## src/hw/rtl/i2cbm_pkg.sv

```systemverilog
// Shared types and constants for the I2C byte-level master engine.
// No dependencies; imported by the front queue, the bit engine and the top level.
package i2cbm_pkg;

    localparam int HALF_W = 10;
    localparam logic [HALF_W-1:0] HALF_RESET = 10'd10;

    typedef enum logic [1:0] {
        CMD_START = 2'd0,
        CMD_STOP  = 2'd1,
        CMD_WRITE = 2'd2,
        CMD_READ  = 2'd3
    } cmd_t;

    // one classified tick as it travels from the front queue to the engine
    typedef struct packed {
        logic       cmd_valid;
        cmd_t       cmd;
        logic [7:0] tx_byte;
        logic       send_ack;
        logic       sda_in;
    } tick_t;

    typedef struct packed {
        logic       scl;
        logic       sda;
        logic       busy;
        logic       done;
        logic [7:0] rx_byte;
        logic       nack;
    } result_t;

    typedef struct packed {
        logic  valid;
        tick_t tick;
    } tick_chan_t;

endpackage

```

## src/hw/rtl/i2cbm_front.sv

```systemverilog
// Front end: accepts input ticks, decodes the command code and queues them.
// Depends on i2cbm_pkg.
module i2cbm_front #(
    parameter int DEPTH = 2
) (
    input  logic                   clk,
    input  logic                   rst_n,
    input  logic                   in_valid,
    output logic                   in_ready,
    input  logic                   cmd_valid,
    input  logic [1:0]             req_type,
    input  logic [7:0]             tx_byte,
    input  logic                   send_ack,
    input  logic                   sda_in,
    output i2cbm_pkg::tick_chan_t  q_out,
    input  logic                   q_ready
);
    import i2cbm_pkg::*;

    localparam int PTR_W = (DEPTH > 1) ? $clog2(DEPTH) : 1;
    localparam int CNT_W = $clog2(DEPTH + 1);
    localparam logic [PTR_W-1:0] LAST_PTR = PTR_W'(DEPTH - 1);
    localparam logic [CNT_W-1:0] FULL_CNT = CNT_W'(DEPTH);

    tick_t             entry_reg [DEPTH];
    logic [PTR_W-1:0]  wr_ptr_reg, wr_ptr_next;
    logic [PTR_W-1:0]  rd_ptr_reg, rd_ptr_next;
    logic [CNT_W-1:0]  count_reg, count_next;
    tick_t             tick_in;
    logic              push, pop;

    // every 2-bit code is a valid command
    always_comb
    begin
        tick_in.cmd_valid = cmd_valid;
        tick_in.cmd       = cmd_t'(req_type);
        tick_in.tx_byte   = tx_byte;
        tick_in.send_ack  = send_ack;
        tick_in.sda_in    = sda_in;
    end

    assign in_ready   = (count_reg != FULL_CNT);
    assign push       = in_valid && in_ready;
    assign q_out.valid = (count_reg != '0);
    assign q_out.tick  = entry_reg[rd_ptr_reg];
    assign pop        = q_out.valid && q_ready;

    always_comb
    begin
        wr_ptr_next = wr_ptr_reg;
        rd_ptr_next = rd_ptr_reg;
        count_next  = count_reg;
        if (push)
            wr_ptr_next = (wr_ptr_reg == LAST_PTR) ? '0 : wr_ptr_reg + 1'b1;
        if (pop)
            rd_ptr_next = (rd_ptr_reg == LAST_PTR) ? '0 : rd_ptr_reg + 1'b1;
        if (push && !pop)
            count_next = count_reg + 1'b1;
        else if (pop && !push)
            count_next = count_reg - 1'b1;
    end

    always_ff @(posedge clk or negedge rst_n)
    begin
        if (!rst_n)
        begin
            wr_ptr_reg <= '0;
            rd_ptr_reg <= '0;
            count_reg  <= '0;
        end
        else
        begin
            wr_ptr_reg <= wr_ptr_next;
            rd_ptr_reg <= rd_ptr_next;
            count_reg  <= count_next;
        end
    end

    always_ff @(posedge clk)
    begin
        if (push)
            entry_reg[wr_ptr_reg] <= tick_in;
    end

endmodule

```

## src/hw/rtl/i2cbm_engine.sv

```systemverilog
// Back end: bit-level I2C sequencer, one tick per transfer, with an output register.
// Depends on i2cbm_pkg.
module i2cbm_engine (
    input  logic                            clk,
    input  logic                            rst_n,
    input  i2cbm_pkg::tick_chan_t           q_in,
    output logic                            q_ready,
    input  logic [i2cbm_pkg::HALF_W-1:0]    half_period,
    output logic                            out_valid,
    input  logic                            out_ready,
    output i2cbm_pkg::result_t              res
);
    import i2cbm_pkg::*;

    typedef enum logic [3:0] {
        PH_IDLE, PH_ST_A, PH_ST_B, PH_ST_C, PH_SP_A,
        PH_W_DATA, PH_W_HIGH, PH_W_LOW,
        PH_R_HIGH, PH_R_LOW, PH_RA_SET, PH_RA_HIGH, PH_RA_LOW
    } phase_t;

    phase_t            phase_reg, phase_next, enter_phase;
    logic [HALF_W-1:0] delay_reg, delay_next, hold;
    logic [3:0]        bit_reg, bit_next;
    logic [7:0]        shift_reg, shift_next;
    logic              ack_reg, ack_next;
    logic [7:0]        rx_reg, rx_next;
    logic              nack_reg, nack_next;
    logic              scl_reg, scl_next;
    logic              sda_reg, sda_next;
    logic              out_valid_reg, out_valid_next;
    result_t           res_reg, res_next;
    logic              take, do_enter, done;
    tick_t             tk;

    assign q_ready   = !out_valid_reg || out_ready;
    assign take      = q_in.valid && q_ready;
    assign tk        = q_in.tick;
    assign hold      = (half_period == '0) ? HALF_W'(1) : half_period;
    assign out_valid = out_valid_reg;
    assign res       = res_reg;

    always_comb
    begin
        phase_next  = phase_reg;
        delay_next  = delay_reg;
        bit_next    = bit_reg;
        shift_next  = shift_reg;
        ack_next    = ack_reg;
        rx_next     = rx_reg;
        nack_next   = nack_reg;
        scl_next    = scl_reg;
        sda_next    = sda_reg;
        enter_phase = PH_IDLE;
        do_enter    = 1'b0;
        done        = 1'b0;

        if (take)
        begin
            if (phase_reg == PH_IDLE)
            begin
                if (tk.cmd_valid)
                begin
                    bit_next = '0;
                    do_enter = 1'b1;
                    case (tk.cmd)
                        CMD_START: enter_phase = PH_ST_A;
                        CMD_STOP:  enter_phase = PH_SP_A;
                        CMD_WRITE:
                        begin
                            shift_next  = tk.tx_byte;
                            enter_phase = PH_W_DATA;
                        end
                        default:
                        begin
                            shift_next  = '0;
                            ack_next    = tk.send_ack;
                            enter_phase = PH_R_HIGH;
                        end
                    endcase
                end
            end
            else
            begin
                if (delay_next != '0)
                    delay_next = delay_next - 1'b1;
                if (delay_next == '0)
                begin
                    do_enter = 1'b1;
                    case (phase_reg)
                        PH_ST_A:   enter_phase = PH_ST_B;
                        PH_ST_B:   enter_phase = PH_ST_C;
                        PH_ST_C:
                        begin
                            do_enter = 1'b0;
                            done     = 1'b1;
                        end
                        PH_SP_A:
                        begin
                            do_enter = 1'b0;
                            sda_next = 1'b1;
                            done     = 1'b1;
                        end
                        PH_W_DATA: enter_phase = PH_W_HIGH;
                        PH_W_HIGH:
                        begin
                            if (bit_reg == 4'd8)
                                nack_next = tk.sda_in;  // acknowledge sample
                            enter_phase = PH_W_LOW;
                        end
                        PH_W_LOW:
                        begin
                            shift_next = {shift_reg[6:0], 1'b0};
                            bit_next   = bit_reg + 1'b1;
                            if (bit_next > 4'd8)
                            begin
                                do_enter = 1'b0;
                                done     = 1'b1;
                            end
                            else
                                enter_phase = PH_W_DATA;
                        end
                        PH_R_HIGH:
                        begin
                            shift_next  = {shift_reg[6:0], tk.sda_in};
                            enter_phase = PH_R_LOW;
                        end
                        PH_R_LOW:
                        begin
                            bit_next    = bit_reg + 1'b1;
                            enter_phase = (bit_next >= 4'd8) ? PH_RA_SET : PH_R_HIGH;
                        end
                        PH_RA_SET:  enter_phase = PH_RA_HIGH;
                        PH_RA_HIGH: enter_phase = PH_RA_LOW;
                        PH_RA_LOW:
                        begin
                            do_enter = 1'b0;
                            sda_next = 1'b1;
                            rx_next  = shift_reg;
                            done     = 1'b1;
                        end
                        default:
                        begin
                            do_enter   = 1'b0;
                            phase_next = PH_IDLE;
                            delay_next = '0;
                        end
                    endcase
                end
            end

            if (do_enter)
            begin
                phase_next = enter_phase;
                delay_next = hold;
                case (enter_phase)
                    PH_ST_A:
                    begin
                        sda_next = 1'b1;
                        scl_next = 1'b1;
                    end
                    PH_ST_B:   sda_next = 1'b0;
                    PH_ST_C:   scl_next = 1'b0;
                    PH_SP_A:
                    begin
                        sda_next = 1'b0;
                        scl_next = 1'b1;
                    end
                    // ninth bit releases SDA for the acknowledge
                    PH_W_DATA: sda_next = (bit_next < 4'd8) ? shift_next[7] : 1'b1;
                    PH_W_HIGH: scl_next = 1'b1;
                    PH_W_LOW:
                    begin
                        scl_next = 1'b0;
                        if (bit_next == 4'd7)
                            sda_next = 1'b1;
                    end
                    PH_R_HIGH:
                    begin
                        if (bit_next == '0)
                            sda_next = 1'b1;
                        scl_next = 1'b1;
                    end
                    PH_R_LOW:   scl_next = 1'b0;
                    PH_RA_SET:  sda_next = !ack_next;
                    PH_RA_HIGH: scl_next = 1'b1;
                    PH_RA_LOW:  scl_next = 1'b0;
                    default:
                    begin
                        phase_next = PH_IDLE;
                        delay_next = '0;
                    end
                endcase
            end

            if (done)
            begin
                phase_next = PH_IDLE;
                delay_next = '0;
            end
        end
    end

    always_comb
    begin
        res_next.scl     = scl_next;
        res_next.sda     = sda_next;
        res_next.busy    = (phase_next != PH_IDLE);
        res_next.done    = done;
        res_next.rx_byte = rx_next;
        res_next.nack    = nack_next;
        if (take)
            out_valid_next = 1'b1;
        else if (out_ready)
            out_valid_next = 1'b0;
        else
            out_valid_next = out_valid_reg;
    end

    always_ff @(posedge clk or negedge rst_n)
    begin
        if (!rst_n)
        begin
            phase_reg     <= PH_IDLE;
            delay_reg     <= '0;
            bit_reg       <= '0;
            shift_reg     <= '0;
            ack_reg       <= 1'b0;
            rx_reg        <= '0;
            nack_reg      <= 1'b0;
            scl_reg       <= 1'b1;
            sda_reg       <= 1'b1;
            out_valid_reg <= 1'b0;
            res_reg       <= '0;
        end
        else
        begin
            phase_reg     <= phase_next;
            delay_reg     <= delay_next;
            bit_reg       <= bit_next;
            shift_reg     <= shift_next;
            ack_reg       <= ack_next;
            rx_reg        <= rx_next;
            nack_reg      <= nack_next;
            scl_reg       <= scl_next;
            sda_reg       <= sda_next;
            out_valid_reg <= out_valid_next;
            if (take)
                res_reg <= res_next;
        end
    end

endmodule

```

## src/hw/rtl/i2c_bitbang_master_engine.sv

```systemverilog
// I2C byte-level master engine: tick queue in front, bit sequencer and output register behind.
// A tick accepted into the front queue is registered by the engine once the engine is ready,
// and its result transfers from that output register when out_ready is high.
// Throughput: one tick per cycle while out_ready holds; the engine consumes one queued tick per clock.
// Reset: engine idle, its SCL and SDA released, output register, flags and received byte cleared,
// half period 10 ticks. Config port is always ready.
// Depends on i2cbm_pkg, i2cbm_front and i2cbm_engine.
module i2c_bitbang_master_engine #(
    parameter int QUEUE_DEPTH = 2
) (
    input  logic                         clk,
    input  logic                         rst_n,
    input  logic                         in_valid,
    output logic                         in_ready,
    input  logic                         cmd_valid,
    input  logic [1:0]                   req_type,
    input  logic [7:0]                   tx_byte,
    input  logic                         send_ack,
    input  logic                         sda_in,
    output logic                         out_valid,
    input  logic                         out_ready,
    output logic                         scl_out,
    output logic                         sda_out,
    output logic                         busy_res,
    output logic                         done_res,
    output logic [7:0]                   rx_byte,
    output logic                         nack_seen,
    input  logic                         cfg_valid,
    output logic                         cfg_ready,
    input  logic [i2cbm_pkg::HALF_W-1:0] cfg_data
);
    import i2cbm_pkg::*;

    tick_chan_t        q_chan;
    logic              q_ready;
    result_t           res;
    logic [HALF_W-1:0] half_reg;

    assign cfg_ready = 1'b1;

    always_ff @(posedge clk or negedge rst_n)
    begin
        if (!rst_n)
            half_reg <= HALF_RESET;
        else if (cfg_valid && cfg_ready)
            half_reg <= cfg_data;
    end

    i2cbm_front #(
        .DEPTH(QUEUE_DEPTH)
    ) u_front (
        .clk       (clk),
        .rst_n     (rst_n),
        .in_valid  (in_valid),
        .in_ready  (in_ready),
        .cmd_valid (cmd_valid),
        .req_type  (req_type),
        .tx_byte   (tx_byte),
        .send_ack  (send_ack),
        .sda_in    (sda_in),
        .q_out     (q_chan),
        .q_ready   (q_ready)
    );

    i2cbm_engine u_engine (
        .clk         (clk),
        .rst_n       (rst_n),
        .q_in        (q_chan),
        .q_ready     (q_ready),
        .half_period (half_reg),
        .out_valid   (out_valid),
        .out_ready   (out_ready),
        .res         (res)
    );

    assign scl_out   = res.scl;
    assign sda_out   = res.sda;
    assign busy_res  = res.busy;
    assign done_res  = res.done;
    assign rx_byte   = res.rx_byte;
    assign nack_seen = res.nack;

endmodule

```

## config.mk

```make
export PLATFORM = sky130hd
export DESIGN_NAME = i2c_bitbang_master_engine
export DESIGN_NICKNAME = d
export VERILOG_FILES = /design/src/hw/rtl/i2cbm_pkg.sv /design/src/hw/rtl/i2cbm_front.sv /design/src/hw/rtl/i2cbm_engine.sv /design/src/hw/rtl/i2c_bitbang_master_engine.sv
export SDC_FILE = /design/constraint.sdc
export NUM_CORES = 1
export LEC_CHECK = 0
export ABC_AREA = 1
export BUFFER_PORTS_ARGS = -buffer_cell sky130_fd_sc_hd__buf_4
export CAP_MARGIN = 10
export CORE_MARGIN = 1.5
export CORE_UTILIZATION = 30
export DETAILED_ROUTE_END_ITERATION = 10
export MAX_ROUTING_LAYER = met4
export RECOVER_POWER = 100
export SYNTH_ARGS = -nofsm -noshare
export SYNTH_HDL_FRONTEND = slang
export SYNTH_SLANG_ARGS = --single-unit
```

## constraint.sdc

```tcl
create_clock -name clk -period 6.3 [get_ports clk]
set_input_delay 0.315 -clock clk [delete_from_list [all_inputs] [get_ports clk]]
set_output_delay 0.315 -clock clk [all_outputs]
set_load 0.02 [all_outputs]
```

==> metrics.csv <==
stage,metric,value,unit
grt,antenna_found_initial,0,
pwr,p_sw,1.475,mW
cts,clockBufferDepth,2,
pwr,seqPwrFrac,32.2,%
logic_synthesis,synth-async-reset-ratio,71.74,%
setup_path,crit_path_start_kind,flip-flop,
route,dr.pass1.iters,5,
grt,grt_pass1_vias,4201,
logic_synthesis,synthCells,681,
setup_path,startpoint,u_engine.delay_reg[0],
die,rows,48,
grt,grt_overflow,0,
final_layout,post-route-util,34.64,%
route,dr_total_vias,4408,
pwr,comb_power_share,50.0,%
place,place_congestion,0.9055,
setup_path,crit_arrival,4.23,ns
place,dpl.hpwl,8944,microns
place,dpl_cell_area,0.005916,sq mm
cts,cts_setup_buffers,0,
cts,hold_buffers,0,
die,die_h,137.4,microns
timing,setup_tns,0,ns
die,die_x,137.4,microns
setup_path,cp-end-kind,flip-flop,
timing,min_period,3.951,ns
timing,fin_hold_ws,0.1417,ns
cts,h-tree-depth,3,
cts,cts-resized-gates,0,
route,drc,0,
timing,hold_viol,0,
setup_path,cp.required,6.58,ns
pwr,p_per_area,511.3,mW/mm^2
cts,clock-sinks,92,
logic_synthesis,seq_area_frac_synth,44.95,%
setup_path,r2r_slack,2.35,ns
logic_synthesis,synth_cell_types,48,
die,dieArea,0.01889,sq mm
final_layout,largest_register_ffs,26,
route,wl_met1,6238,microns
timing,slew_headroom,-136.0,%
logic_synthesis,synth.largest_area_cell,dfrtp_1,
route,wl,12350,microns
grt,grt_max_degree,67,
route,drt_iter0_markers,298,
pwr,switching_share,47.64,%
timing,min_period_over_period,62.72,%
setup_path,r2r_cells,20,
timing,tightestPinTransition,3.540,ns
final_layout,n_antenna_cell,0,
route,wl_per_cell,13.08,microns
place,portBuffers,42,
logic_synthesis,avgSynthCellArea,7.963,sq um
logic_synthesis,yosys.area.top_type_share,28.61,%
setup_path,regToRegStartpoint,u_engine.delay_reg[0],
pwr,totalPowerFinal,3.095,mW
logic_synthesis,synth_area_leaders,"dfrtp_1 29%, edfxtp_1 14%, nand2_1 13%",
logic_synthesis,syn_area,0.005423,sq mm
final_layout,area_growth,11.65,%
setup_path,path_class,reg -> reg,
final_layout,drive_gt1_share,14.46,%
final_layout,n_fill_cell,1834,
setup_path,r2r_end,u_engine.res[10],
route,drt-vias-per-instance,4.669,
logic_synthesis,ys_ff_latch,92,
pwr,p_int,1.621,mW
route,top_layer_used,met4,
timing,rsz0062_at_grt,no,
timing,finalClockSkew,0.009179,ns
route,met2_length,5287,microns
timing,setup_viol,0,
die,coreArea,0.01748,sq mm
grt,track_usage,14.56,%
cts,clk_latency,0.35,ns
pwr,total_leakage_power,2.797,nW
cts,cts-root-buf,clkbuf_16,
grt,grt_pass1_wl,20980,microns
pwr,p_clk_share,17.8,%
pwr,ir_worst_vdd,0.0001524,V
setup_path,cp-endpoint,u_engine.res[10],
die,ios,44,
setup_path,worstPathMaxFanout,11,
flow_run,drv_cap,1,
timing,drv_slew,67,
cts,cts_inserted_buffers,9,
worst_hold_path,worstHoldPathType,in -> reg,
route,met3_length,550,microns
cts,path_clk_slew,0.07,ns
logic_synthesis,synth_edf_count,26,
die,initial_core_util,31.03,%
logic_synthesis,synth_nets,716,
logic_synthesis,ys.warnings.count,0,
cts,cts_tree,done,
status,status,"complete, but fails checks",
final_layout,design_area,0.006055,sq mm
logic_synthesis,synthFlopType,dfrtp_1,
final_layout,final_nets,749,
timing,fmax,253.1,MHz
route,antenna_left,0,
status,failed_checks,"capacitance limit, slew limit",
## synth_stat cells, types with 5 or more instances
library cell  number
inv_1             66
nand3_2            5
nand2_2           13
inv_2             17
nand2_4            5
xor2_1             5
a21oi_1           10
nand3_1           45
a31oi_1            8
edfxtp_1          26
nor2_4             9
o21ai_0           58
o22ai_2            8
dfrtp_1           62
clkbuf_1          12
ha_1               7
nand4_1            8
nand2_1          195
o22ai_1            5
nor2_2             6
a21oi_2           10
nor2_1            55
## worst min path at each step
stage,start,end,slack [ns],cells after the start
2_1_floorplan,rst_n,half_reg[0],0.02,0
3_3_place_gp,u_engine.sda_reg,u_engine.sda_reg,0.46,2
3_5_place_dp,u_engine.sda_reg,u_engine.sda_reg,0.46,2
4_1_cts,rst_n,u_engine.delay_reg[1],0.10,1
5_1_grt,out_ready,u_engine.out_valid,0.14,2
6_report,out_ready,u_engine.out_valid,0.14,2
## per-stage QoR
stage	std cells	worst slack, ns
3_3_place_gp	928	2.866
2_1_floorplan	681	3.890
6_report	944	2.349
3_5_place_dp	928	2.915
5_1_grt	944	1.836
4_1_cts	944	2.886
## critical path, cell delays in order (launching register included)
cell and delay, ns:
dfrtp_1 0.38, inv_1 0.17, ha_1 0.26, nand2_2 0.07, nor2_1 0.18, nand3_1 0.49, nand2_1 0.18, nand2_1 0.09
inv_1 0.11, nand2_2 0.06, nor2_1 0.19, nand3_1 0.30, nor2_1 0.27, nor2_1 0.16, o211ai_2 0.53, nand2_1 0.11
nand2_1 0.08, nand2_1 0.06, nand2_1 0.08, nor2_1 0.04, nor2_1 0.08
## logic make-up (layout without fill, tap and decap cells)
kind of cell               after synthesis  count (layout)  synth area share [%]
other                                    1               1               0.06915
buffers and inverters                  109             147                 8.237
DFF                                     92              92                 44.95
xor gates and xnor gates                 6               6                0.9691
AOI/OAI and AO/OA                      114             114                 13.71
muxes                                    2               2                0.3922
and+or+nand+nor                        350             350                 30.06
adders and majority gates                7               7                 1.615
## routing by layer
| layer | GRT usage, % | vias up |
|---|---|---|
| met1 | 20.57 | 1999 |
| met5 | - | - |
| li1 | - | 2293 |
| met3 | 2.208 | 15 |
| met4 | 5.789 | 0 |
| met2 | 20.81 | 101 |
## power by group through the flow
stage	combinational [mW]	clock [mW]	sequential, mW
after floorplan	1.27	0	0.993
after global placement	1.64	0	1.01
after detailed placement	1.64	0	1.01
after CTS	1.65	0.572	0.997
after global routing	1.77	0.594	1.02
final	1.55	0.552	0.996
## final cells by class
class	count	area, sq um	area share, %
inverter	88	335.3	5.538
clock inverter	6	52.55	0.8679
multi-input combinational	480	2446	40.40
timing repair buffer	43	251.5	4.154
sequential	92	2437	40.26
clock buffer	10	250.2	4.133
tap	225	281.5	4.650
## layout by cell type (no fill, tap or decap), types with 4 or more instances in the layout
master / n
nor2_1: 63
clkbuf_1: 19
nor2_4: 4
clkinv_1: 4
nand4_1: 8
dfrtp_1: 62
nand2_2: 13
o211ai_1: 4
o21ai_0: 59
inv_1: 70
a31oi_1: 8
buf_4: 14
clkbuf_16: 10
o22ai_1: 5
nand3_2: 4
edfxtp_1: 26
nand2_1: 195
a21oi_1: 18
nand2_4: 5
inv_2: 13
ha_1: 7
xor2_1: 5
nand3_1: 47
clkbuf_4: 10
o22ai_2: 8
Power figures use the tool's default switching activity.
